## src/svbpt_pkg.sv

```systemverilog
// Package for the servo bus packet transaction block.
// Holds the request/result item types, command and status codes and framing constants.
// Used by every module in src; has no dependencies of its own.
package svbpt_pkg;

   // Raw opcode values on the request port.
   localparam logic [1:0] OPC_START = 2'd0;
   localparam logic [1:0] OPC_BYTE  = 2'd1;
   localparam logic [1:0] OPC_TICK  = 2'd2;

   // Framing constants.
   localparam logic [7:0]  HDR_BYTE       = 8'hFF;
   localparam logic [7:0]  BROADCAST_ID   = 8'hFE;
   localparam logic [7:0]  READ_DATA      = 8'h02;
   localparam logic [3:0]  FRAME_OVERHEAD = 4'd6;
   localparam logic [7:0]  LEN_BASE       = 8'h02;
   localparam logic [7:0]  MAX_READ_LEN   = 8'd251;
   localparam logic [15:0] TIMEOUT_RESET  = 16'd15;
   localparam logic [15:0] TICKS_MAX      = 16'hFFFF;

   // Depth of the small queues on either side of the sequencer.
   localparam int QUEUE_DEPTH = 2;
   localparam int QPTR_W      = $clog2(QUEUE_DEPTH);
   localparam int QCNT_W      = $clog2(QUEUE_DEPTH + 1);

   typedef enum logic [1:0] {
      CMD_START,
      CMD_BYTE,
      CMD_TICK
   } cmd_type;

   typedef enum logic [2:0] {
      ST_OK       = 3'd0,
      ST_TIMEOUT  = 3'd1,
      ST_ECHO     = 3'd2,
      ST_PROTO    = 3'd3,
      ST_CHECKSUM = 3'd4
   } status_type;

   typedef enum logic {
      KIND_TX       = 1'b0,
      KIND_COMPLETE = 1'b1
   } kind_type;

   typedef enum logic {
      BK_IDLE,
      BK_SEND
   } back_state_type;

   typedef struct packed {
      cmd_type    cmd;
      logic [7:0] servo_id;
      logic [7:0] instruction;
      logic [7:0] arg0;
      logic [7:0] arg1;
      logic [7:0] arg2;
      logic [1:0] arg_count;
      logic [7:0] rx_byte;
   } req_item_type;

   typedef struct packed {
      kind_type   result_kind;
      logic [7:0] tx_byte;
      logic       tx_last;
      status_type status_code;
      logic [7:0] servo_error;
      logic [7:0] param_low;
      logic [7:0] param_high;
   } rsp_item_type;

endpackage

```

## src/svbpt_front.sv

```systemverilog
// Front end of the servo bus transaction block: accepts and classifies requests.
// Requests with a meaningless opcode are taken and dropped; the rest wait in a short queue.
// Depends on svbpt_pkg.
module svbpt_front (
   input  logic                 clock,
   input  logic                 reset,
   input  logic                 push,
   output logic                 full,
   input  logic [1:0]           opcode,
   input  logic [7:0]           servo_id,
   input  logic [7:0]           instruction,
   input  logic [7:0]           arg0,
   input  logic [7:0]           arg1,
   input  logic [7:0]           arg2,
   input  logic [1:0]           arg_count,
   input  logic [7:0]           rx_byte,
   output logic                 item_valid,
   output svbpt_pkg::req_item_type item,
   input  logic                 item_pop
);
   import svbpt_pkg::*;

   req_item_type            store_ff [QUEUE_DEPTH];
   logic [QPTR_W-1:0]       wr_ptr_ff, wr_ptr_in;
   logic [QPTR_W-1:0]       rd_ptr_ff, rd_ptr_in;
   logic [QCNT_W-1:0]       count_ff, count_in;
   req_item_type            incoming;
   logic                    known_op;
   logic                    wr_en;
   logic                    rd_en;

   always_comb begin
      known_op = 1'b1;
      incoming.cmd = CMD_START;
      case (opcode)
         OPC_START: incoming.cmd = CMD_START;
         OPC_BYTE:  incoming.cmd = CMD_BYTE;
         OPC_TICK:  incoming.cmd = CMD_TICK;
         default:   known_op = 1'b0;
      endcase
      incoming.servo_id    = servo_id;
      incoming.instruction = instruction;
      incoming.arg0        = arg0;
      incoming.arg1        = arg1;
      incoming.arg2        = arg2;
      incoming.arg_count   = arg_count;
      incoming.rx_byte     = rx_byte;
   end

   assign full       = (count_ff == QCNT_W'(QUEUE_DEPTH));
   assign item_valid = (count_ff != '0);
   assign item       = store_ff[rd_ptr_ff];
   assign wr_en      = push && !full && known_op;
   assign rd_en      = item_pop && item_valid;

   always_comb begin
      wr_ptr_in = wr_ptr_ff;
      rd_ptr_in = rd_ptr_ff;
      count_in  = count_ff;
      if (wr_en) begin
         wr_ptr_in = (wr_ptr_ff == QPTR_W'(QUEUE_DEPTH - 1)) ? '0 : wr_ptr_ff + QPTR_W'(1);
      end
      if (rd_en) begin
         rd_ptr_in = (rd_ptr_ff == QPTR_W'(QUEUE_DEPTH - 1)) ? '0 : rd_ptr_ff + QPTR_W'(1);
      end
      if (wr_en && !rd_en) begin
         count_in = count_ff + QCNT_W'(1);
      end else if (!wr_en && rd_en) begin
         count_in = count_ff - QCNT_W'(1);
      end
   end

   always_ff @(posedge clock) begin
      if (reset) begin
         wr_ptr_ff <= '0;
         rd_ptr_ff <= '0;
         count_ff  <= '0;
      end else begin
         wr_ptr_ff <= wr_ptr_in;
         rd_ptr_ff <= rd_ptr_in;
         count_ff  <= count_in;
      end
   end

   always_ff @(posedge clock) begin
      if (wr_en) begin
         store_ff[wr_ptr_ff] <= incoming;
      end
   end

endmodule

```

## src/svbpt_back.sv

```systemverilog
// Transaction sequencer of the servo bus block: frames and sends the packet,
// checks echo and reply bytes, counts ticks and raises the completion result.
// Depends on svbpt_pkg.
module svbpt_back (
   input  logic                    clock,
   input  logic                    reset,
   input  logic                    item_valid,
   input  svbpt_pkg::req_item_type item,
   output logic                    item_pop,
   input  logic                    res_full,
   output logic                    res_push,
   output svbpt_pkg::rsp_item_type result,
   input  logic                    csr_valid,
   input  logic [15:0]             csr_data
);
   import svbpt_pkg::*;

   back_state_type state_ff, state_in;
   logic        busy_ff, busy_in;
   logic [15:0] timeout_ff, timeout_in;
   logic [7:0]  id_ff, id_in;
   logic [7:0]  instr_ff, instr_in;
   logic [7:0]  a0_ff, a0_in;
   logic [7:0]  a1_ff, a1_in;
   logic [7:0]  a2_ff, a2_in;
   logic [1:0]  argc_ff, argc_in;
   logic [7:0]  chk_ff, chk_in;
   logic [3:0]  len_ff, len_in;
   logic [8:0]  exp_ff, exp_in;
   logic [8:0]  rcv_ff, rcv_in;
   logic [7:0]  rsum_ff, rsum_in;
   status_type  fail_ff, fail_in;
   logic [7:0]  cap0_ff, cap0_in;
   logic [7:0]  cap1_ff, cap1_in;
   logic [7:0]  cap2_ff, cap2_in;
   logic        limp_ff, limp_in;
   logic [15:0] elapsed_ff, elapsed_in;
   logic [3:0]  tx_idx_ff, tx_idx_in;

   logic        take;
   logic        tx_last;
   logic [7:0]  start_sum;
   logic [3:0]  start_len;
   logic [8:0]  reply_total;
   logic [8:0]  j;
   logic [8:0]  size;
   logic [8:0]  rcv_next;
   logic [15:0] elapsed_next;
   logic        in_echo;
   logic        echo_bad;
   logic        proto_bad;
   logic        is_chk;
   logic        chk_bad;
   status_type  byte_code;
   status_type  fail_next;
   logic        byte_done;
   logic        tick_done;
   logic        complete;
   status_type  done_status;

   // Byte of the stored outgoing packet at a given position.
   function automatic logic [7:0] packet_byte(input logic [3:0] idx, input logic [3:0] len,
                                             input logic [7:0] id, input logic [7:0] instr,
                                             input logic [1:0] argc, input logic [7:0] b0,
                                             input logic [7:0] b1, input logic [7:0] b2,
                                             input logic [7:0] chk);
      logic [7:0] val;
      val = chk;
      if (idx != len - 4'd1) begin
         case (idx)
            4'd0, 4'd1: val = HDR_BYTE;
            4'd2:       val = id;
            4'd3:       val = LEN_BASE + {6'd0, argc};
            4'd4:       val = instr;
            4'd5:       val = b0;
            4'd6:       val = b1;
            4'd7:       val = b2;
            default:    val = chk;
         endcase
      end
      return val;
   endfunction

   assign take    = (state_ff == BK_IDLE) && item_valid && !res_full;
   assign tx_last = (tx_idx_ff == len_ff - 4'd1);

   // Start: packet and reply lengths, and checksum over id, length, instruction and the arguments in use.
   always_comb begin
      start_len = FRAME_OVERHEAD + {2'd0, item.arg_count};
      start_sum = item.servo_id + (LEN_BASE + {6'd0, item.arg_count}) + item.instruction;
      if (item.arg_count > 2'd0) begin
         start_sum = start_sum + item.arg0;
      end
      if (item.arg_count > 2'd1) begin
         start_sum = start_sum + item.arg1;
      end
      if (item.arg_count > 2'd2) begin
         start_sum = start_sum + item.arg2;
      end
      reply_total = '0;
      if (item.servo_id != BROADCAST_ID) begin
         if (item.instruction != READ_DATA) begin
            reply_total = {5'd0, FRAME_OVERHEAD};
         end else begin
            reply_total = {5'd0, FRAME_OVERHEAD} + {1'b0, item.arg1};
         end
      end
   end

   // Received byte: echo check first, then the reply framing and checksum; also the next tick count.
   always_comb begin
      in_echo   = (rcv_ff < {5'd0, len_ff});
      echo_bad  = (item.rx_byte != packet_byte(rcv_ff[3:0], len_ff, id_ff, instr_ff, argc_ff,
                                               a0_ff, a1_ff, a2_ff, chk_ff));
      j         = rcv_ff - {5'd0, len_ff};
      size      = exp_ff - {5'd0, len_ff};
      proto_bad = 1'b0;
      if ((j == 9'd0) || (j == 9'd1)) begin
         proto_bad = (item.rx_byte != HDR_BYTE);
      end else if (j == 9'd2) begin
         proto_bad = (item.rx_byte != id_ff);
      end else if (j == 9'd3) begin
         proto_bad = limp_ff || (item.rx_byte != (size[7:0] - 8'd4));
      end
      is_chk  = (j + 9'd1 == size);
      chk_bad = is_chk && (item.rx_byte != ~rsum_ff);
      if (in_echo) begin
         byte_code = echo_bad ? ST_ECHO : ST_OK;
      end else if (proto_bad) begin
         byte_code = ST_PROTO;
      end else if (chk_bad) begin
         byte_code = ST_CHECKSUM;
      end else begin
         byte_code = ST_OK;
      end
      fail_next = (fail_ff == ST_OK) ? byte_code : fail_ff;
      rcv_next  = rcv_ff + 9'd1;
      byte_done = (rcv_next >= exp_ff);

      elapsed_next = (elapsed_ff == TICKS_MAX) ? elapsed_ff : elapsed_ff + 16'd1;
      tick_done    = (elapsed_next >= timeout_ff);
   end

   always_comb begin
      complete    = 1'b0;
      done_status = ST_OK;
      if (take && busy_ff) begin
         case (item.cmd)
            CMD_BYTE: begin
               complete    = byte_done;
               done_status = fail_next;
            end
            CMD_TICK: begin
               complete    = tick_done;
               done_status = ST_TIMEOUT;
            end
            default: complete = 1'b0;
         endcase
      end
   end

   // Next state of the transmit sequencer.
   always_comb begin
      state_in = state_ff;
      case (state_ff)
         BK_IDLE: begin
            if (take && (item.cmd == CMD_START) && !busy_ff) begin
               state_in = BK_SEND;
            end
         end
         BK_SEND: begin
            if (!res_full && tx_last) begin
               state_in = BK_IDLE;
            end
         end
         default: state_in = BK_IDLE;
      endcase
   end

   // Outputs of the sequencer.
   always_comb begin
      item_pop = 1'b0;
      res_push = 1'b0;
      result   = '0;
      case (state_ff)
         BK_IDLE: begin
            item_pop = take;
            res_push = complete;
            result.result_kind = KIND_COMPLETE;
            result.status_code = done_status;
            if ((done_status == ST_OK) && (size != 9'd0)) begin
               result.servo_error = cap0_in;
               if ((size == 9'd7) || (size == 9'd8)) begin
                  result.param_low = cap1_in;
               end
               if (size == 9'd8) begin
                  result.param_high = cap2_in;
               end
            end
         end
         BK_SEND: begin
            res_push = !res_full;
            result.result_kind = KIND_TX;
            result.tx_byte = packet_byte(tx_idx_ff, len_ff, id_ff, instr_ff, argc_ff,
                                         a0_ff, a1_ff, a2_ff, chk_ff);
            result.tx_last = tx_last;
         end
         default: result = '0;
      endcase
   end

   // Datapath register updates.
   always_comb begin
      busy_in    = busy_ff;
      timeout_in = csr_valid ? csr_data : timeout_ff;
      id_in      = id_ff;
      instr_in   = instr_ff;
      a0_in      = a0_ff;
      a1_in      = a1_ff;
      a2_in      = a2_ff;
      argc_in    = argc_ff;
      chk_in     = chk_ff;
      len_in     = len_ff;
      exp_in     = exp_ff;
      rcv_in     = rcv_ff;
      rsum_in    = rsum_ff;
      fail_in    = fail_ff;
      cap0_in    = cap0_ff;
      cap1_in    = cap1_ff;
      cap2_in    = cap2_ff;
      limp_in    = limp_ff;
      elapsed_in = elapsed_ff;
      tx_idx_in  = tx_idx_ff;

      if (state_ff == BK_SEND) begin
         if (!res_full) begin
            tx_idx_in = tx_idx_ff + 4'd1;
         end
      end else if (take) begin
         case (item.cmd)
            CMD_START: begin
               if (!busy_ff) begin
                  busy_in    = 1'b1;
                  id_in      = item.servo_id;
                  instr_in   = item.instruction;
                  a0_in      = item.arg0;
                  a1_in      = item.arg1;
                  a2_in      = item.arg2;
                  argc_in    = item.arg_count;
                  chk_in     = ~start_sum;
                  len_in     = start_len;
                  exp_in     = {5'd0, start_len} + reply_total;
                  limp_in    = (item.servo_id != BROADCAST_ID) &&
                               (item.instruction == READ_DATA) && (item.arg1 > MAX_READ_LEN);
                  rcv_in     = '0;
                  rsum_in    = '0;
                  fail_in    = ST_OK;
                  cap0_in    = '0;
                  cap1_in    = '0;
                  cap2_in    = '0;
                  elapsed_in = '0;
                  tx_idx_in  = '0;
               end
            end
            CMD_BYTE: begin
               if (busy_ff) begin
                  rcv_in  = rcv_next;
                  fail_in = fail_next;
                  if (!in_echo && !is_chk && (j >= 9'd2)) begin
                     rsum_in = rsum_ff + item.rx_byte;
                     if (j == 9'd4) begin
                        cap0_in = item.rx_byte;
                     end
                     if (j == 9'd5) begin
                        cap1_in = item.rx_byte;
                     end
                     if (j == 9'd6) begin
                        cap2_in = item.rx_byte;
                     end
                  end
               end
            end
            CMD_TICK: begin
               if (busy_ff) begin
                  elapsed_in = elapsed_next;
               end
            end
            default: busy_in = busy_ff;
         endcase
         if (complete) begin
            busy_in = 1'b0;
         end
      end
   end

   always_ff @(posedge clock) begin
      if (reset) begin
         state_ff   <= BK_IDLE;
         busy_ff    <= 1'b0;
         timeout_ff <= TIMEOUT_RESET;
      end else begin
         state_ff   <= state_in;
         busy_ff    <= busy_in;
         timeout_ff <= timeout_in;
      end
   end

   always_ff @(posedge clock) begin
      id_ff      <= id_in;
      instr_ff   <= instr_in;
      a0_ff      <= a0_in;
      a1_ff      <= a1_in;
      a2_ff      <= a2_in;
      argc_ff    <= argc_in;
      chk_ff     <= chk_in;
      len_ff     <= len_in;
      exp_ff     <= exp_in;
      rcv_ff     <= rcv_in;
      rsum_ff    <= rsum_in;
      fail_ff    <= fail_in;
      cap0_ff    <= cap0_in;
      cap1_ff    <= cap1_in;
      cap2_ff    <= cap2_in;
      limp_ff    <= limp_in;
      elapsed_ff <= elapsed_in;
      tx_idx_ff  <= tx_idx_in;
   end

endmodule

```

## src/svbpt_rsp_queue.sv

```systemverilog
// Result queue of the servo bus transaction block.
// Holds finished results so the sequencer keeps working while the consumer stalls.
// Depends on svbpt_pkg.
module svbpt_rsp_queue (
   input  logic                    clock,
   input  logic                    reset,
   input  logic                    wr_en,
   input  svbpt_pkg::rsp_item_type wr_item,
   output logic                    full,
   output logic                    empty,
   output svbpt_pkg::rsp_item_type rd_item,
   input  logic                    pop
);
   import svbpt_pkg::*;

   rsp_item_type      store_ff [QUEUE_DEPTH];
   logic [QPTR_W-1:0] wr_ptr_ff, wr_ptr_in;
   logic [QPTR_W-1:0] rd_ptr_ff, rd_ptr_in;
   logic [QCNT_W-1:0] count_ff, count_in;
   logic              do_wr;
   logic              do_rd;

   assign full    = (count_ff == QCNT_W'(QUEUE_DEPTH));
   assign empty   = (count_ff == '0);
   assign rd_item = store_ff[rd_ptr_ff];
   assign do_wr   = wr_en && !full;
   assign do_rd   = pop && !empty;

   always_comb begin
      wr_ptr_in = wr_ptr_ff;
      rd_ptr_in = rd_ptr_ff;
      count_in  = count_ff;
      if (do_wr) begin
         wr_ptr_in = (wr_ptr_ff == QPTR_W'(QUEUE_DEPTH - 1)) ? '0 : wr_ptr_ff + QPTR_W'(1);
      end
      if (do_rd) begin
         rd_ptr_in = (rd_ptr_ff == QPTR_W'(QUEUE_DEPTH - 1)) ? '0 : rd_ptr_ff + QPTR_W'(1);
      end
      if (do_wr && !do_rd) begin
         count_in = count_ff + QCNT_W'(1);
      end else if (!do_wr && do_rd) begin
         count_in = count_ff - QCNT_W'(1);
      end
   end

   always_ff @(posedge clock) begin
      if (reset) begin
         wr_ptr_ff <= '0;
         rd_ptr_ff <= '0;
         count_ff  <= '0;
      end else begin
         wr_ptr_ff <= wr_ptr_in;
         rd_ptr_ff <= rd_ptr_in;
         count_ff  <= count_in;
      end
   end

   always_ff @(posedge clock) begin
      if (do_wr) begin
         store_ff[wr_ptr_ff] <= wr_item;
      end
   end

endmodule

```

## src/servo_bus_packet_transaction.sv

```systemverilog
// Servo bus packet transaction. A start request frames an instruction packet
// (FF FF, id, length, instruction, up to three arguments, inverted-sum checksum) and
// delivers it as transmit results, one byte per cycle while the result queue has room,
// so a start holds the sequencer until the last byte is out. Received-byte and tick
// requests are taken while the sequencer is idle: bytes are checked against the echo
// and then the reply, and the transaction ends with one completion result carrying
// the first failure, a timeout, or the reply's error byte and parameters. A two-entry
// request queue and a two-entry result queue let either side stall without holding up
// the other. Timeout is written on the csr_ port, which is always ready. Depends on
// svbpt_pkg, svbpt_front, svbpt_back and svbpt_rsp_queue.
module servo_bus_packet_transaction (
   input  logic        clock,
   input  logic        reset,
   input  logic        req_push,
   output logic        req_full,
   input  logic [1:0]  req_opcode,
   input  logic [7:0]  req_servo_id,
   input  logic [7:0]  req_instruction,
   input  logic [7:0]  req_arg0,
   input  logic [7:0]  req_arg1,
   input  logic [7:0]  req_arg2,
   input  logic [1:0]  req_arg_count,
   input  logic [7:0]  req_rx_byte,
   output logic        rsp_empty,
   input  logic        rsp_pop,
   output logic        rsp_result_kind,
   output logic [7:0]  rsp_tx_byte,
   output logic        rsp_tx_last,
   output logic [2:0]  rsp_status_code,
   output logic [7:0]  rsp_servo_error,
   output logic [7:0]  rsp_param_low,
   output logic [7:0]  rsp_param_high,
   input  logic        csr_valid,
   output logic        csr_ready,
   input  logic [15:0] csr_timeout_ticks
);
   import svbpt_pkg::*;

   logic         item_valid;
   req_item_type item;
   logic         item_pop;
   logic         res_full;
   logic         res_push;
   rsp_item_type result;
   rsp_item_type head;

   assign csr_ready = 1'b1;

   svbpt_front u_front (
      .clock       (clock),
      .reset       (reset),
      .push        (req_push),
      .full        (req_full),
      .opcode      (req_opcode),
      .servo_id    (req_servo_id),
      .instruction (req_instruction),
      .arg0        (req_arg0),
      .arg1        (req_arg1),
      .arg2        (req_arg2),
      .arg_count   (req_arg_count),
      .rx_byte     (req_rx_byte),
      .item_valid  (item_valid),
      .item        (item),
      .item_pop    (item_pop)
   );

   svbpt_back u_back (
      .clock      (clock),
      .reset      (reset),
      .item_valid (item_valid),
      .item       (item),
      .item_pop   (item_pop),
      .res_full   (res_full),
      .res_push   (res_push),
      .result     (result),
      .csr_valid  (csr_valid && csr_ready),
      .csr_data   (csr_timeout_ticks)
   );

   svbpt_rsp_queue u_rsp_queue (
      .clock   (clock),
      .reset   (reset),
      .wr_en   (res_push),
      .wr_item (result),
      .full    (res_full),
      .empty   (rsp_empty),
      .rd_item (head),
      .pop     (rsp_pop)
   );

   assign rsp_result_kind = head.result_kind;
   assign rsp_tx_byte     = head.tx_byte;
   assign rsp_tx_last     = head.tx_last;
   assign rsp_status_code = head.status_code;
   assign rsp_servo_error = head.servo_error;
   assign rsp_param_low   = head.param_low;
   assign rsp_param_high  = head.param_high;

endmodule
```

## config.mk

```make
export PLATFORM = sky130hd
export DESIGN_NAME = servo_bus_packet_transaction
export DESIGN_NICKNAME = d
export VERILOG_FILES = /design/src/svbpt_pkg.sv /design/src/svbpt_front.sv /design/src/svbpt_back.sv /design/src/svbpt_rsp_queue.sv /design/src/servo_bus_packet_transaction.sv
export SDC_FILE = /design/constraint.sdc
export NUM_CORES = 1
export LEC_CHECK = 0
export BUFFER_PORTS_ARGS = -buffer_cell sky130_fd_sc_hd__buf_2
export CORE_MARGIN = 4
export CORE_UTILIZATION = 35
export DETAILED_ROUTE_END_ITERATION = 7
export PLACE_DENSITY_LB_ADDON = 0.1
export SYNTH_ARGS = -nofsm -noshare
export SYNTH_HDL_FRONTEND = slang
export SYNTH_SLANG_ARGS = --single-unit
```

## constraint.sdc

```tcl
create_clock -name clock -period 13.8 [get_ports clock]
set_input_delay 2.07 -clock clock [delete_from_list [all_inputs] [get_ports clock]]
set_output_delay 2.07 -clock clock [all_outputs]
set_load 0.02 [all_outputs]
```

---- Yosys cells after proc, flatten, opt, wreduce, memory -nomap -nowiden ----
Memories as Yosys holds them, arrays and structs flattened. A register that Yosys moved wholly into a read port is not among the register bits.
Cells that the tools add are included.
cells by class
  $add $sub $neg .......................... 27
  magnitude comparators ................... 8
  eq/ne operators ......................... 47
  mux-type cells .......................... 92
  bitwise gates (word level) .............. 4
  reductions and logical operators ........ 60
operator list
  kind                   count
  $mux 8                 28
  $pmux 8 s7             2
  $pmux 8 s2             4
  $add 8x8->8            6
  $mux 16                3
  $mux 9                 5
  $eq 9x3->1 const B     4
  $eq 4x3->1 const B     8
  $ne 8x8->1             4
  $pmux 16 s2            1
  $mux 27                1
  $mux 24                1
  $mux 1                 22
  $logic_and 1x1->1      21
  $mux 3                 7
  $mux 4                 5
  $add 9x1->9 const B    2
  $eq 9x2->1 const B     2
  $pmux 9 s2             1
  $sub 9x4->9            2
  $add 16x1->16 const B  1
  $eq 16x16->1 const B   1
  $eq 4x2->1 const B     4
  $ge 16x16->1           1
  49 further kinds       102
word-level totals
  register bits ........................... 154
  memory bits (writable) .................. 178
  bits of input ports ..................... 73
  word-level logic and storage cells ...... 267
  memories ................................ 2
memories
  name                  words  bits a word  rd ports  clocked after memory_dff  wr ports  line                   source
  u_front.store_ff      2      52           1         1                         1         svbpt_front.sv:23      req_item_type store_ff [QUEUE_DEPTH];
  u_rsp_queue.store_ff  2      37           1         1                         1         svbpt_rsp_queue.sv:16  rsp_item_type store_ff [QUEUE_DEPTH];

---- Logic depth before layout (Yosys ltp) ----
Gate-level depths: netlist of the first run.
  depth after elaboration ................. 16
  depth in mapped cells ................... 28
  mapped depth without buffers ............ 24

---- Cells and area by module ----
From an unflattened synthesis of the first run, not the netlist that was laid out.
second synthesis, totals
  cells, all modules ...................... 1563
  area total of the unflattened synthesis .. 18357.6 sq um
by module, submodules not included
  module                        instances  cells each  area an instance (sq um)  sequential area each (sq um)
  svbpt_back                    1          1232        11467.2                   3873.7
  svbpt_front                   1          189         3995.1                    3223.1
  svbpt_rsp_queue               1          140         2884.0                    2322.2
  servo_bus_packet_transaction  1          2           11.3                      0.0

---- Least setup slack after synthesis of the first run ----
No wires, ideal clock.
  path type ............................... register to register
  from .................................... register with a tool-made name
  to ...................................... register u_back.chk_ff[7] (data pin)
  setup time .............................. 261 ps
  arrival time ............................ 6226 ps
  setup slack ............................. 7312 ps
  stages on the path, launching flop included .. 28
  period minus slack after synthesis ...... 6488 ps
  cell sequence ........................... dfxtp_1 > buf_4 > buf_4 > buf_2 > buf_1 > mux2i_1 > clkbuf_1 > fa_1 > ha_1 > fa_1 > xor2_1 > ha_1 > inv_1 > o21bai_1 > a21o_1 > a21oi_1 > xnor2_1 > mux2_2 > ha_1 > xor2_1 > o21ai_0 > ha_1 > a21oi_1 > o21ai_0 > xor2_1 > nand2_1 > xnor2_1 > xnor2_1
RTL lines
  element                 line               source
  end signal: assignment  svbpt_back.sv:315  chk_ff <= chk_in;
  end: declaration        svbpt_back.sv:27   logic [7:0] chk_ff, chk_in;

==> results of run 1 <==
## worst max-delay path, cell delays in order (launching register included)
cell and delay, ns:
dfxtp_2 0.32, buf_4 0.40, mux2i_2 0.25, buf_4 0.29
inv_1 0.18, fa_1 0.55, fa_1 0.47, xor2_1 0.23
ha_1 0.26, inv_1 0.10, o21bai_1 0.12, a21o_1 0.19
a21oi_1 0.18, xnor2_1 0.08, mux2_2 0.29, ha_1 0.32
xor2_1 0.17, o21ai_0 0.23, ha_1 0.32, a21oi_1 0.14
o21ai_0 0.11, xor2_1 0.14, nand2_1 0.08, xnor2_1 0.17
xnor2_1 0.15
## cell families (layout without fill, tap and decap cells)
logic type / count (synthesis) / in the layout / share of synthesized area (%)
XOR/XNOR: 118 / 118 / 5.97
AND/OR/NAND/NOR: 366 / 366 / 10.3
adder cells (fa/ha/maj): 110 / 110 / 8.20
multiplexers: 117 / 117 / 7.13
AO/OA/AOI/OAI: 309 / 309 / 12.2
other: 1 / 1 / 0.0211
buffers and inverters: 145 / 277 / 3.23
flip-flops: 331 / 331 / 53.0
## through the flow
| step | util, % | power [W] | worst slack, ns | instance area (µm²) | std cells |
|---|---|---|---|---|---|
| CTS | 40.3 | 0.00502 | 7.70 | 20200 | 2301 |
| detailed placement | 38.0 | 0.00402 | 7.71 | 19000 | 2233 |
| global route | 40.3 | 0.00537 | 7.29 | 20200 | 2301 |
| finish | 40.3 | 0.00496 | 7.76 | 20200 | 2301 |
| floorplan | - | 0.00338 | 7.31 | 17800 | 1497 |
| global placement | 38.0 | 0.00399 | 7.79 | 19000 | 2233 |
## power by group
group | switching, W | internal, W | leakage, nW | total, W
combinational | 0.00146 | 0.00107 | 3.96 | 0.00253
clock | 0.000400 | 0.000571 | 0.575 | 0.000971
sequential | 0.000127 | 0.00133 | 3.00 | 0.00146
## layout by cell type (no fill, tap or decap), types with 30 or more instances in the layout
cell type and count:
dfxtp_1 51, xor2_1 32, o21ai_0 60, ha_1 99, buf_2 111, nor2_1 79, nand3_1 52, inv_1 82
edfxtp_1 279, nand2_1 94, a21oi_1 63, and2_1 30, mux2_2 78, clkbuf_16 39, a21o_1 32, xnor2_1 84
mux2i_1 37
## state kept, by name, summed over array words and instances (netlist names), 8 cells and up, named ones only
| register | cells |
|---|---|
| u_front.store_ff | 104 |
| u_rsp_queue.store_ff | 74 |
| u_back.elapsed_ff | 16 |
| u_back.timeout_ff | 16 |
| u_back.exp_ff | 9 |
| u_back.rcv_ff | 9 |
| u_back.a0_ff | 8 |
| u_back.a1_ff | 8 |
| u_back.a2_ff | 8 |
| u_back.cap0_ff | 8 |
| u_back.cap1_ff | 8 |
| u_back.cap2_ff | 8 |
| u_back.chk_ff | 8 |
| u_back.id_ff | 8 |
| u_back.instr_ff | 8 |
| u_back.rsum_ff | 8 |
## layer usage
| layer | share of wire [%] | routed length [µm] | vias up |
|---|---|---|---|
| li1 | - | - | 5794 |
| met1 | 46 | 20800 | 5735 |
| met2 | 47 | 21500 | 272 |
| met3 | 4.3 | 1940 | 68 |
| met4 | 2.6 | 1200 | 0 |
| met5 | 0 | 0 | - |
## worst paths after layout
kind                                         from                end  slack (ns)  cells after the start
worst min-delay path            u_back.cap0_ff[6]  u_back.cap0_ff[6]        0.44                      2
worst max-delay path                         flop   u_back.chk_ff[7]        7.76                     24
worst max register to register               flop   u_back.chk_ff[7]        7.76                     24
worst min register to register  u_back.cap0_ff[6]  u_back.cap0_ff[6]        0.44                      2
## final cells by class
| class | count | area, µm² | share of cell area [%] |
|---|---|---|---|
| Inverter | 84 | 315 | 1.56 |
| Clock buffer | 50 | 1050 | 5.17 |
| Sequential cell | 331 | 9420 | 46.5 |
| Multi-Input combinational cell | 1021 | 7810 | 38.6 |
| Clock inverter | 18 | 143 | 0.705 |
| Timing Repair Buffer | 125 | 661 | 3.26 |
| Tap cell | 672 | 841 | 4.15 |
==> metrics.yaml, run 1 <==
die_area_mm2: 0.0545
grt_max_degree: 62
period_needed_ns: 6.04
cp.required_ns: 14.09
cts_setup_buffers: 0
grt_pass1_wl_mm: 69.9
synth_edf_count: 279
grt_usage_pct: 16.7
synth.most_common_cell: "edfxtp_1"
layout.nets: 1784
worst_slew_pin_slew_ns: 1.12
num_rows: 82
routed_wl_mm: 45.5
grt-busiest-layer: "met2"
area_growth_pct: 13.8
final_max_slew_viol_count: 0
grt_use_met1_pct: 22.6
seq_area_frac_synth_pct: 53.0
core_area_mm2: 0.0502
worstSetupEndpointType: "flop"
numCtsBuffers: 38
gp_congestion: 0.872
drtIter0Drc: 885
async_flop_share_pct: 0
clkSinkCount: 331
cts_hold_buf: 0
cts_resized: 0
n_fill_cell: 4796
synth_top_area_cell: "edfxtp_1"
slew_headroom_pct: 25.1
clock_path_buffers: 3
drc: 0
power_density_mw_per_mm2: 245
synth.avg_cell_area_um2: 11.9
ios: 113
dp.final_hpwl_mm: 33.6
synthFlopType: "edfxtp_1"
clk_latency_ns: 0.56
timing.hold.ws_ns: 0.440
drv_cap: 0
min_period_over_period_pct: 43.8
antenna_found_initial: 0
syn_inst: 1497
synth_area_leaders: "edfxtp_1 47%, ha_1 7.0%, dfxtp_1 5.9%"
use_met2_pct: 27.5
synth.net_count: 1680
ys_ff_latch: 331
grt_util_met3_pct: 2.51
numPortBuffers: 111
die_h_um: 233
vias: 11869
hold_viol: 0
ir_drop_mv: 0.175
htreeDepth: 2
finalSetupTns_ns: 0
worstSetupPathType: "reg -> reg"
synth.distinct_cells: 82
initial_utilization_pct: 35.4
cp_max_fo: 33
max_freq_ghz: 0.166
cts.reportedPaths.clkPinSlew_ns: 0.06
synthesis.area_mm2: 0.0178
cp-start-kind: "flop"
num_antenna_cells: 0
p_leak_nw: 7.54
cts_tree: "yes"
grt_pass1_vias: 11900
rsz0062_at_grt: "false"
root_buffer: "clkbuf_16"
firstDrtPassIters: 7
via_per_inst: 5.16
drive_above_1_share_pct: 18.0
status: "complete, no violations"
skew_ns: 0.0285
ys_warn_count: 0
cp.arrival_ns: 6.32
drtAntennaViolNets: 0
hp-class: "reg -> reg"
ys_top_cells_by_count: "279 x edfxtp_1, 99 x ha_1, 94 x nand2_1, 84 x xnor2_1, 83 x inv_1"
yosysTopAreaCellShare_pct: 47.1
wl_per_cell_um: 19.8
die_x_um: 233
gr-total-overflow: 0
finalSetupViolCount: 0
Power figures use the tool's default switching activity.
==> run 2, diff against run 1 <==
==> constraint.sdc (replaced) <==
create_clock -name clock -period 5.7 [get_ports clock]
set_input_delay 0.855 -clock clock [delete_from_list [all_inputs] [get_ports clock]]
set_output_delay 0.855 -clock clock [all_outputs]
set_load 0.02 [all_outputs]
==> run 2 against run 1 <==
First-iteration DRC count fell by 13%; critical path depth fell by 3; clock-buffer cell count rose by 3; hold slack got worse by 0.0039 ns; setup slack got worse by 7.4 ns; global-route usage rose by 0.33 points; cell count rose by 0.91%.
==> metrics.yaml, run 2 (synthesis results as in run 1) <==
status: "complete, no violations"
cts_tree: "yes"
skew_ns: 0.0175
cts.reportedPaths.clkPinSlew_ns: 0.06
final_cell_area_mm2: 0.0206
grt_pass1_wl_mm: 71.1
hold_viol: 0
worstSetupPathType: "reg -> reg"
drtIter0Drc: 770
final_max_slew_viol_count: 0
top_regs: "u_front.store_ff x104, u_rsp_queue.store_ff x74"
finalSetupViolCount: 0
gp_congestion: 0.872
ir_drop_mv: 0.420
worstSetupEndpointType: "flop"
drtAntennaViolNets: 0
dp_cells: 2251
min_period_over_period_pct: 94.1
root_buffer: "clkbuf_16"
layout.nets: 1804
r2r_cells: 21
num_rows: 82
regMostFlops: "u_front.store_ff"
largest_reg_flops: 104
endpoint: "u_back.chk_ff[7]"
cp.arrival_ns: 5.66
p_leak_nw: 7.72
num_antenna_cells: 0
numCtsBuffers: 39
reg2reg_to: "u_back.chk_ff[7]"
numPortBuffers: 111
post_layout_nonfiller_instances: 2322
cp-start-kind: "flop"
seq_area_mm2: 0.00942
cp.required_ns: 6.00
hp-class: "reg -> reg"
grt_pass1_vias: 11931
die_x_um: 233
timing.hold.ws_ns: 0.436
via_per_inst: 5.12
power_density_mw_per_mm2: 607
gr-total-overflow: 0
slew_headroom_pct: 19.0
cp_max_fo: 7
htreeDepth: 2
multi_input_area_mm2: 0.00785
drv_cap: 0
worst_slew_pin_slew_ns: 1.18
n_fill_cell: 4775
core_area_mm2: 0.0502
drive_above_1_share_pct: 19.7
antenna_found_initial: 1
mostFrequentLayoutCell: "edfxtp_1"
max_freq_ghz: 0.186
grt_max_degree: 53
placedInstanceArea_mm2: 0.0192
grt_usage_pct: 17.0
drc: 0
p_total_w: 0.0125
ios: 113
wl_per_cell_um: 20.1
period_needed_ns: 5.36
dp.final_hpwl_mm: 34.7
vias: 11882
rrSetupSlack_ns: 0.34
routed_wl_mm: 46.8
area_growth_pct: 15.6
initial_utilization_pct: 35.4
die_h_um: 233
die_area_mm2: 0.0545
clock_path_buffers: 3
final_cell_mix: "279 x edfxtp_1, 111 x buf_2, 99 x ha_1"
clkSinkCount: 331
clk_latency_ns: 0.56
firstDrtPassIters: 5
[run 2: worst max-delay path: stages (launching register included)]
cell and delay [ns]:
dfxtp_4 0.42, clkbuf_4 0.20, mux2_2 0.38, fa_1 0.52, fa_1 0.53, ha_1 0.35, a21oi_1 0.19, o21bai_1 0.11
a21o_1 0.18, a21oi_1 0.16, xnor2_1 0.08, mux2_2 0.28, ha_1 0.32, xor2_1 0.18, o21ai_2 0.14, ha_1 0.28
a21oi_1 0.15, o21ai_1 0.09, xor2_1 0.13, nand2_1 0.08, xnor2_1 0.18, xnor2_1 0.14
[run 2: repair_timing]
item,4_1_cts,5_1_grt
resized for setup,0,13
hold endpoints to repair,0,0
setup buffers,0,1
hold buffers,0,0
setup endpoints to repair,0,1
[run 2: through the flow]
stage                     worst slack, ns   TNS, ns  util [%]
final                               0.335         0      41.0
after global routing             -0.00106  -0.00106      41.0
after CTS                           0.118         0      40.9
after global placement              0.197         0      38.3
after floorplan                    0.0179         0         -
after detailed placement            0.132         0      38.3
[run 2: layout make-up]
class	instances	area share [%]
repair buffers	144	3.97
clock buffers	53	5.31
flip-flops and latches	331	45.8
multi-input cells	1021	38.1
inverters	84	1.53
well taps	672	4.09
clock inverters	17	1.13
[run 2: power breakdown]
| group | internal [W] | leakage (nW) | switching (W) |
|---|---|---|---|
| combinational | 0.00271 | 4.07 | 0.00362 |
| clock | 0.00161 | 0.655 | 0.000977 |
| sequential | 0.00322 | 3.00 | 0.000348 |
[run 2: worst min path at each step]
stage                            from           endpoint  slack, ns  depth (start not counted)
floorplan           u_back.cap0_ff[0]  u_back.cap0_ff[0]       0.41                          2
global placement    u_back.cap0_ff[3]  u_back.cap0_ff[3]       0.42                          2
detailed placement  u_back.cap0_ff[6]  u_back.cap0_ff[6]       0.43                          2
CTS                 u_back.cap0_ff[3]  u_back.cap0_ff[3]       0.44                          2
global route        u_back.cap0_ff[6]  u_back.cap0_ff[6]       0.46                          2
finish              u_back.cap0_ff[5]  u_back.cap0_ff[5]       0.44                          2
[run 2: layer usage]
layer  vias to the layer above  share of wire [%]  track usage (%)
li1                       5827                  -                -
met1                      5711                 45             22.6
met2                       253                 47             27.9
met3                        89                4.3             3.30
met4                         2                3.2             5.70
met5                         -              0.028                0
==> run 3, diff against run 2 <==
==> constraint.sdc (replaced) <==
create_clock -name clock -period 6.15 [get_ports clock]
set_input_delay 0.9225 -clock clock [delete_from_list [all_inputs] [get_ports clock]]
set_output_delay 0.9225 -clock clock [all_outputs]
set_load 0.02 [all_outputs]
==> run 3 against run 2 <==
Die area stayed put; cell count decreased by 0.26%; largest cell class unchanged; hold slack better by 0.0017 ns.
==> metrics.yaml, run 3 (synthesis results as in run 1) <==
cp_max_fo: 10
cts.reportedPaths.clkPinSlew_ns: 0.06
grt_pass1_wl_mm: 70.9
final_cell_mix: "279 x edfxtp_1, 111 x buf_2, 99 x ha_1"
drc: 0
rrSetupSlack_ns: 0.62
numCtsBuffers: 40
grt_usage_pct: 16.9
core_area_mm2: 0.0502
wl_per_cell_um: 20.0
drtIter0Drc: 721
largest_reg_flops: 104
drive_above_1_share_pct: 18.7
placedInstanceArea_mm2: 0.0191
root_buffer: "clkbuf_16"
hold_viol: 0
die_x_um: 233
power_density_mw_per_mm2: 556
grt_pass1_vias: 12053
cts_tree: "yes"
internal_power_w: 0.00680
drtAntennaViolNets: 0
initial_utilization_pct: 35.4
gr-total-overflow: 0
die_area_mm2: 0.0545
cts_setup_buffers: 0
mostFrequentLayoutCell: "edfxtp_1"
drv_cap: 0
num_antenna_cells: 0
clk_latency_ns: 0.56
layout.nets: 1795
worst_slew_pin_slew_ns: 0.891
area_growth_pct: 14.7
final_max_slew_viol_count: 0
gp_congestion: 0.848
period_needed_ns: 5.53
pwr-share-comb_pct: 50.6
grt_max_degree: 53
top_regs: "u_front.store_ff x104, u_rsp_queue.store_ff x74"
cp.arrival_ns: 5.82
ios: 113
dp.final_hpwl_mm: 34.2
antenna_found_initial: 1
ir_drop_mv: 0.419
clock_path_buffers: 3
multi_input_area_mm2: 0.00780
n_fill_cell: 4768
min_period_over_period_pct: 90.0
status: "complete, no violations"
finalSetupTns_ns: 0
clkSinkCount: 331
final_cell_area_mm2: 0.0204
htreeDepth: 2
dp_cells: 2242
postLayoutCoreUtil_pct: 40.7
firstDrtPassIters: 5
worstSetupPathType: "reg -> reg"
seqPwrFrac_pct: 28.8
power_switching_w: 0.00454
cp-start-kind: "flop"
hp-class: "reg -> reg"
finalSetupViolCount: 0
p_leak_nw: 7.64
cts_hold_buf: 0
max_freq_ghz: 0.181
power_frac_clock_pct: 20.6
rsz0062_at_grt: "false"
cp.required_ns: 6.44
worstSetupEndpointType: "flop"
skew_ns: 0.0239
vias: 11940
slew_headroom_pct: 40.1
regMostFlops: "u_front.store_ff"
die_h_um: 233
routed_wl_mm: 46.3
swShare_pct: 40.0
cts_resized: 0
post_layout_nonfiller_instances: 2316
num_rows: 82
seq_area_mm2: 0.00942
via_per_inst: 5.16
numPortBuffers: 111
-- run 3: changes by cell type in the layout (fill, tap and decap cells not counted), sizes merged --
cell,before,now
buf,143,134
clkbuf,54,50
clkinv,12,16
bufinv,6,4
inv,83,86
clkinvlp,0,2
-- run 3: power by group through the flow --
| stage | Combinational (W) | Clock [W] | Sequential, W |
|---|---|---|---|
| 3_3_place_gp | 0.00569 | 0 | 0.00331 |
| 6_report | 0.00574 | 0.00233 | 0.00327 |
| 3_5_place_dp | 0.00575 | 0 | 0.00332 |
| 4_1_cts | 0.00579 | 0.00241 | 0.00327 |
| 2_1_floorplan | 0.00443 | 0 | 0.00317 |
| 5_1_grt | 0.00647 | 0.00251 | 0.00331 |
-- run 3: worst paths after layout --
| path | start | to | cells after the start |
|---|---|---|---|
| setup / recovery | flop | u_back.chk_ff[7] | 22 |
| hold / removal | u_back.cap0_ff[0] | u_back.cap0_ff[0] | 2 |
| setup reg to reg | flop | u_back.chk_ff[7] | 22 |
| hold reg to reg | u_back.cap0_ff[0] | u_back.cap0_ff[0] | 2 |
-- run 3: cell type report --
class                      count  share of cell area, %
clock inverter                24                   1.13
multi-input combinational   1021                   38.3
sequential                   331                   46.2
tap                          672                   4.12
clock buffer                  50                   5.20
inverter                      84                   1.55
timing repair buffer         134                   3.57
-- run 3: layer usage --
metal / vias to the layer above / global-route usage, % / share of wire, %
li1: 5816 / - / -
met2: 247 / 28.2 / 48
met1: 5791 / 22.3 / 45
met5: - / 0 / 0
met4: 0 / 5.92 / 3.1
met3: 86 / 2.65 / 4.4
-- run 3: stage by stage --
step           setup WS (ns)  power (W)  hold slack [ns]
6_report               0.616     0.0113            0.438
5_1_grt                0.184     0.0123            0.450
4_1_cts                0.549     0.0115            0.437
3_5_place_dp           0.551    0.00906            0.426
3_3_place_gp           0.588    0.00900            0.417
2_1_floorplan         0.0944    0.00760            0.409
-- run 3: worst max-delay path: stages (launching register included) --
cell	delay, ns
dfxtp_2	0.48
mux2i_2	0.35
inv_1	0.18
fa_1	0.55
fa_1	0.47
xor2_1	0.24
ha_1	0.27
inv_1	0.10
o21bai_1	0.11
a21o_1	0.19
a21oi_1	0.16
xnor2_1	0.08
mux2_2	0.28
ha_1	0.32
xor2_1	0.16
o21ai_0	0.23
ha_1	0.32
a21oi_1	0.13
o21ai_0	0.11
xor2_1	0.14
nand2_1	0.08
xnor2_1	0.18
xnor2_1	0.14
